$ cat config.mk
export PLATFORM = sky130hd
export DESIGN_NAME = mvsm_ctrl
export DESIGN_NICKNAME = d
export VERILOG_FILES = /design/src/hw/rtl/mvsm_pkg.sv /design/src/hw/rtl/mvsm_ctrl.sv
export SDC_FILE = /design/constraint.sdc
export NUM_CORES = 1
export LEC_CHECK = 0
export BUFFER_PORTS_ARGS = -buffer_cell sky130_fd_sc_hd__buf_2
export CORE_AREA = 2 2 39 41
export DETAILED_ROUTE_END_ITERATION = 8
export DIE_AREA = 0 0 41 43
export HOLD_SLACK_MARGIN = 0.08
export SLEW_MARGIN = 20
export SYNTH_ARGS = -nofsm -noshare
export SYNTH_HDL_FRONTEND = slang
export SYNTH_SLANG_ARGS = --single-unit
export TNS_END_PERCENT = 20
$ cat constraint.sdc
create_clock -name clk -period 1.6 [get_ports clk]
set_input_delay 0.32 -clock clk [delete_from_list [all_inputs] [get_ports clk]]
set_output_delay 0.32 -clock clk [all_outputs]
set_load 0.005 [all_outputs]
$ cat src/hw/rtl/mvsm_pkg.sv
package mvsm_pkg;

	typedef enum logic [2:0] {
		CMD_TICK        = 3'd0,
		CMD_PLAY        = 3'd1,
		CMD_WRITE_SOUND = 3'd2,
		CMD_SET_LENGTH  = 3'd3,
		CMD_WRITE_MUSIC = 3'd4,
		CMD_START_MUSIC = 3'd5,
		CMD_STOP_MUSIC  = 3'd6,
		CMD_UNUSED      = 3'd7
	} cmd_t;

	// Configuration register indexes
	localparam logic CFG_SFX_VOLUME   = 1'b0;
	localparam logic CFG_MUSIC_VOLUME = 1'b1;

	localparam logic [16:0] UNITY       = 17'd32768;
	localparam logic [15:0] SFX_RESET   = 16'd22938;
	localparam logic [15:0] MUSIC_RESET = 16'd16384;
	localparam int          SUM_W       = 21;

	typedef enum logic [3:0] {
		ST_IDLE,
		ST_CMD,
		ST_MREAD,
		ST_MWAIT,
		ST_MUL_L,
		ST_MUL_R,
		ST_VSCAN,
		ST_VWAIT,
		ST_VMUL,
		ST_FIND,
		ST_OUT
	} state_t;

	// Controller to datapath commands
	typedef struct packed {
		logic load;        // capture input beat
		logic exec_simple; // carry out a non-tick, non-play command
		logic tick_start;  // clear sums, start music step
		logic music_read;  // issue music store read
		logic mul_left;    // music left product
		logic mul_right;   // music right product
		logic voice_mul;   // voice product and position update
		logic voice_next;  // advance voice index
		logic find_step;   // examine one voice for a free slot
		logic play_commit; // start the chosen voice
		logic out_load;    // load output register
	} ctrl_t;

	// Datapath to controller status
	typedef struct packed {
		cmd_t cmd;
		logic music_hit;   // music frame to mix this tick
		logic voice_last;  // current voice is the last one
		logic play_ok;     // play command is valid
		logic out_busy;    // output register holds a stalled beat
	} stat_t;

endpackage

$ cat src/hw/rtl/mvsm_ctrl.sv
module mvsm_ctrl (
	input  logic           clk,
	input  logic           arst_n,
	input  logic           in_valid,
	output logic           in_stall,
	input  mvsm_pkg::stat_t st,
	output mvsm_pkg::ctrl_t ctl
);
	import mvsm_pkg::*;

	state_t state_q, state_d;

	// State register
	always_ff @(posedge clk or negedge arst_n) begin
		if (!arst_n) begin
			state_q <= ST_IDLE;
		end else begin
			state_q <= state_d;
		end
	end

	// Next state and commands
	always_comb begin
		state_d  = state_q;
		ctl      = '0;
		in_stall = 1'b1;
		unique case (state_q)
			ST_IDLE: begin
				in_stall = 1'b0;
				if (in_valid) begin
					ctl.load = 1'b1;
					state_d  = ST_CMD;
				end
			end
			ST_CMD: begin
				if (st.cmd == CMD_TICK) begin
					ctl.tick_start = 1'b1;
					state_d        = ST_MREAD;
				end else if (st.cmd == CMD_PLAY) begin
					state_d = st.play_ok ? ST_FIND : ST_IDLE;
				end else begin
					ctl.exec_simple = 1'b1;
					state_d         = ST_IDLE;
				end
			end
			ST_MREAD: begin
				ctl.music_read = 1'b1;
				state_d        = ST_MWAIT;
			end
			ST_MWAIT: begin
				state_d = st.music_hit ? ST_MUL_L : ST_VSCAN;
			end
			ST_MUL_L: begin
				ctl.mul_left = 1'b1;
				state_d      = ST_MUL_R;
			end
			ST_MUL_R: begin
				ctl.mul_right = 1'b1;
				state_d       = ST_VSCAN;
			end
			ST_VSCAN: begin
				state_d = ST_VWAIT;
			end
			ST_VWAIT: begin
				state_d = ST_VMUL;
			end
			ST_VMUL: begin
				ctl.voice_mul = 1'b1;
				if (st.voice_last) begin
					state_d = ST_OUT;
				end else begin
					ctl.voice_next = 1'b1;
					state_d        = ST_VSCAN;
				end
			end
			ST_OUT: begin
				if (!st.out_busy) begin
					ctl.out_load = 1'b1;
					state_d      = ST_IDLE;
				end
			end
			ST_FIND: begin
				ctl.find_step = 1'b1;
				if (st.voice_last) begin
					ctl.play_commit = 1'b1;
					state_d         = ST_IDLE;
				end
			end
			default: state_d = ST_IDLE;
		endcase
	end

	// A new beat is taken only from idle
	assert property (@(posedge clk) disable iff (!arst_n)
		!in_stall |-> state_q == ST_IDLE)
		else $error("input taken outside idle");
	// Output is loaded only when the register is free
	assert property (@(posedge clk) disable iff (!arst_n)
		ctl.out_load |-> !st.out_busy)
		else $error("output overwritten");
	// A tick always reaches the music read
	assert property (@(posedge clk) disable iff (!arst_n)
		ctl.tick_start |=> ctl.music_read)
		else $error("tick lost");
endmodule

# ---- Word level (Yosys, flattened, before mapping)
# Index checks and enable logic that the tools add are counted.
# W data, S select, Z words.
dict set report totals {
  regBits 4
  latch_bits 0
  ram_bits 0
  romBits 0
  inputBits 10
  out_inout_bits 12
  elab_cells 43
  memories 0
}
dict set report op_classes {
  n_addsub 0
  n_mul 0
  div 0
  n_lt_le_gt_ge 0
  eq_ne 14
  shift 0
  mux 25
  bitwise 0
  reduce_logical 3
}
# op count
set ops {}
lappend ops {{$pmux W4 S11} 1}
lappend ops {{$mux W4} 7}
lappend ops {{$eq A4 B3 Y1 const B} 4}
lappend ops {{$mux W1} 13}
lappend ops {{$eq A4 B4 Y1 const B} 3}
lappend ops {{$eq A4 B2 Y1 const B} 2}
lappend ops {{$mux W2} 4}
lappend ops {{$ne A2 B2 Y1 const B} 3}
lappend ops {{$eq A4 B1 Y1 const B} 1}
lappend ops {{$logic_not A4 Y1} 1}
lappend ops {{$eq A3 B1 Y1 const B} 1}
lappend ops {{$logic_not A3 Y1} 1}
lappend ops {{$reduce_and A3 Y1} 1}

# ---- Depth between registers and ports, before layout
dict set report depth {
  word_depth 4
  depth_mapped 5
  depth_no_buf 4
}

# ---- Worst setup path before layout
# Ideal clock, no wire load.
dict set report synth_path {
  path_kind {reg2out}
  startpoint {reg state_q[2]}
  endpoint {out ctl[1] (netlist bit)}
  arrival_ns 0.954
  required_ns 1.280
  slack_ns 0.326
  stages_incl_launch_ff 5
  path_buffers 1
  cell_sequence {dfrtp_1 buf_6 nand2b_4 nor2_1 and2_1}
}
# item line
set synth_rtl {}
lappend synth_rtl {{from (decl)} mvsm_ctrl.sv:11} ;# state_t state_q, state_d;
lappend synth_rtl {{from (signal assigned)} mvsm_ctrl.sv:18} ;# state_q <= state_d;
lappend synth_rtl {{to (decl)} mvsm_ctrl.sv:7} ;# output mvsm_pkg::ctrl_t ctl

==> impl_metrics.json <==
{
  "status": "completed",
  "clock_path_buffers": 2,
  "cts.sinks": 4,
  "n_antenna_cell": 0,
  "cp_slowest_cell": "dfrtp_2",
  "dp_hpwl_microns": 840,
  "wl_per_cell_microns": 12.6,
  "grt_max_degree": 13,
  "die_y_microns": 43,
  "route.detailed.drc": 0,
  "sw_frac_of_total": 0.450,
  "rsz0062_at_grt": "true",
  "globalRouteTotalUtil": 0.152,
  "yosysSeqAreaShare": 0.225,
  "wl_mm": 1.27,
  "reg_top3": "state_q: 4 flops",
  "first_pass_iters": 3,
  "p_int_mw": 0.749,
  "largest_reg_flops": 4,
  "antenna_found_initial": 0,
  "start_util": 0.321,
  "first_global_vias": 446,
  "setup_violations": 0,
  "worstPathCellList": "buf_4 > nor4_1 > buf_2",
  "synth_fp_nets": 62,
  "period_share": 0.977,
  "grt_pass1_wl_mm": 1.79,
  "maxCapViolations": 0,
  "yosysWarnings": 0,
  "crit_type": "flop to primary output",
  "syn_inst": 52,
  "drv_slew": 0,
  "hold_violations": 0,
  "arrival_ns": 1.24,
  "start_kind": "flop",
  "die_area_sq_um": 1760,
  "gr-total-overflow": 0,
  "area_growth_pct": 55.2,
  "via_per_inst": 5.00,
  "h-tree-depth": 1,
  "cts_tree": "built",
  "cp_num_buf_inv": 2,
  "ant_nets": 0,
  "insertion_delay_ns": 0.24,
  "port_buffers": 21,
  "syn-cell-area_sq_um": 444,
  "yosysUniqueCellTypes": 24,
  "clockRootBuffer": "clkbuf_4",
  "power.total_mw": 1.36,
  "leakage_nw": 0.332,
  "skew_ns": 0.00334,
  "globalplace.congestion": 0.824,
  "final_util": 0.498,
  "path_clk_slew_ns": 0.04,
  "max_slew_margin": 0.805,
  "die_w_microns": 41,
  "hp-class": "primary input to flop",
  "drt_iter0_drc": 10,
  "cp-end-kind": "primary output",
  "fillers": 131,
  "slowest_delay_ns": 0.43,
  "crit_fanout": 6,
  "drive_above_1_share": 0.612,
  "placementRows": 14,
  "vias": 505,
  "fin_nets": 97,
  "max_freq_mhz": 640,
  "hold_ws_ns": 0.296,
  "peakVddDrop_mv": 0.955,
  "fin_ws_ns": 0.0366,
  "required_ns": 1.28,
  "pwr-share-comb": 0.702,
  "dpl.cell_count": 90,
  "seqPwrFrac": 0.202,
  "fin_crit_ns": 1.56,
  "top_register": "state_q",
  "syn_area_per_cell_sq_um": 8.54,
  "power_switching_mw": 0.613,
  "core_sq_um": 1380,
  "cp_top_family": "flip-flops",
  "cts_buffers": 3,
  "worstMarginPinSlew_ns": 0.290,
  "power.density_nw_per_um2": 1980,
  "fin_cells": 101,
  "pin_count": 22,
  "place_ws_ns": 0.0556,
  "ys_seq_elements": 4,
  "pwr-share-clk": 0.096
}
## power groups by stage
| stage | clock, mW | combinational [mW] | sequential (mW) |
|---|---|---|---|
| 6_report | 0.130 | 0.957 | 0.275 |
| 5_1_grt | 0.137 | 1.04 | 0.288 |
| 4_1_cts | 0.131 | 0.780 | 0.282 |
| 3_5_place_dp | 0 | 0.732 | 0.275 |
| 3_3_place_gp | 0 | 0.733 | 0.282 |
| 2_1_floorplan | 0 | 0.682 | 0.189 |
## layout by cell type, fill, tap and decap left out, types with 2 or more instances in the layout
master	instances
buf_2	21
buf_4	10
nor3_1	6
nor2_1	6
nand2_1	3
o22ai_1	3
clkbuf_4	3
dfrtp_2	3
nand2b_4	2
nand2b_1	2
nor4_2	2
nor2_2	2
a21oi_1	2
buf_6	2
## cells in the mapped netlist
| library cell | instances | area, sq um |
|---|---|---|
| dfrtp_1 | 4 | 100 |
| nor4_1 | 4 | 25.0 |
| nor3_2 | 1 | 10.0 |
| nor2_2 | 1 | 6.26 |
| nand4_4 | 1 | 21.3 |
| and3_1 | 1 | 6.26 |
| nand2_1 | 3 | 11.3 |
| a211oi_1 | 1 | 7.51 |
| o221ai_1 | 1 | 8.76 |
| inv_1 | 1 | 3.75 |
| and2_1 | 1 | 6.26 |
| nor2_8 | 1 | 20.0 |
| and2b_1 | 1 | 7.51 |
| o22ai_1 | 3 | 18.8 |
| buf_6 | 5 | 56.3 |
| a21oi_1 | 2 | 10.0 |
| a21o_1 | 1 | 7.51 |
| mux2_2 | 1 | 11.3 |
| a22oi_1 | 1 | 7.51 |
| nor2_1 | 7 | 26.3 |
| nand2b_4 | 1 | 13.8 |
| mux2i_1 | 1 | 10.0 |
| nand2b_1 | 3 | 18.8 |
| nor3_1 | 6 | 30.0 |
## area by class of cell
cell class	instances	area, sq um	share of cell area
clock buffer	3	22.5	0.0327
tap	16	20.0	0.0290
multi-input combinational	42	322	0.466
sequential	4	104	0.151
inverter	1	3.75	0.00544
timing repair buffer	35	218	0.316
## cells by family (layout without fill, tap and decap cells)
group | count (synthesis) | in the layout | share of synthesized area
compound gates | 9 | 9 | 0.135
buf+inv | 6 | 39 | 0.135
flops | 4 | 4 | 0.225
mux | 2 | 2 | 0.0479
simple gates | 31 | 31 | 0.456
## metrics by stage
step / TNS [ns] / cell area [sq um]
final: 0 / 689
after global routing: -0.0605 / 689
after CTS: -0.0140 / 616
after detailed placement: 0 / 558
after global placement: 0 / 558
after floorplan: 0 / 444
## routing by layer
metal	vias up	wire (microns)	GRT usage
li1	256	-	-
met1	232	544	0.182
met2	15	648	0.241
met3	2	62	0.0628
met4	0	14	0.0400
met5	-	0	0
## repair_timing
action | CTS | global route
cloned | 0 | 0
gates resized for setup | 5 | 8
endpoints found under the setup margin | 9 | 7
hold buffers | 1 | 0
hold endpoints to repair | 4 | 0
pin swaps | 0 | 3
buffers inserted | 1 | 6
## final timing paths
| check | depth (start not counted) | start | endpoint | slack [ns] |
|---|---|---|---|---|
| worst max-delay path | 3 | state_q[0]$_DFFE_PN0P_ | ctl[7] | 0.04 |
| worst min-delay path | 2 | st[4] | state_q[1]$_DFFE_PN0P_ | 0.30 |
| worst max register to register | 5 | state_q[3]$_DFFE_PN0P_ | state_q[1]$_DFFE_PN0P_ | 0.31 |
| worst min register to register | 2 | state_q[1]$_DFFE_PN0P_ | state_q[1]$_DFFE_PN0P_ | 0.63 |
| max in group asynchronous | 2 | arst_n | state_q[0]$_DFFE_PN0P_ | 1.05 |
| min in group asynchronous | 2 | arst_n | state_q[1]$_DFFE_PN0P_ | 0.41 |
## worst reg2reg max path: cells and delay by family (launching register included)
kind / cells / cell delay (ns)
flip-flops: 1 / 0.49
AND/OR/NAND/NOR: 1 / 0.18
AO/OA/AOI/OAI: 2 / 0.15
buffers and inverters: 2 / 0.34
Note: power is estimated with default switching activity, not from simulation.
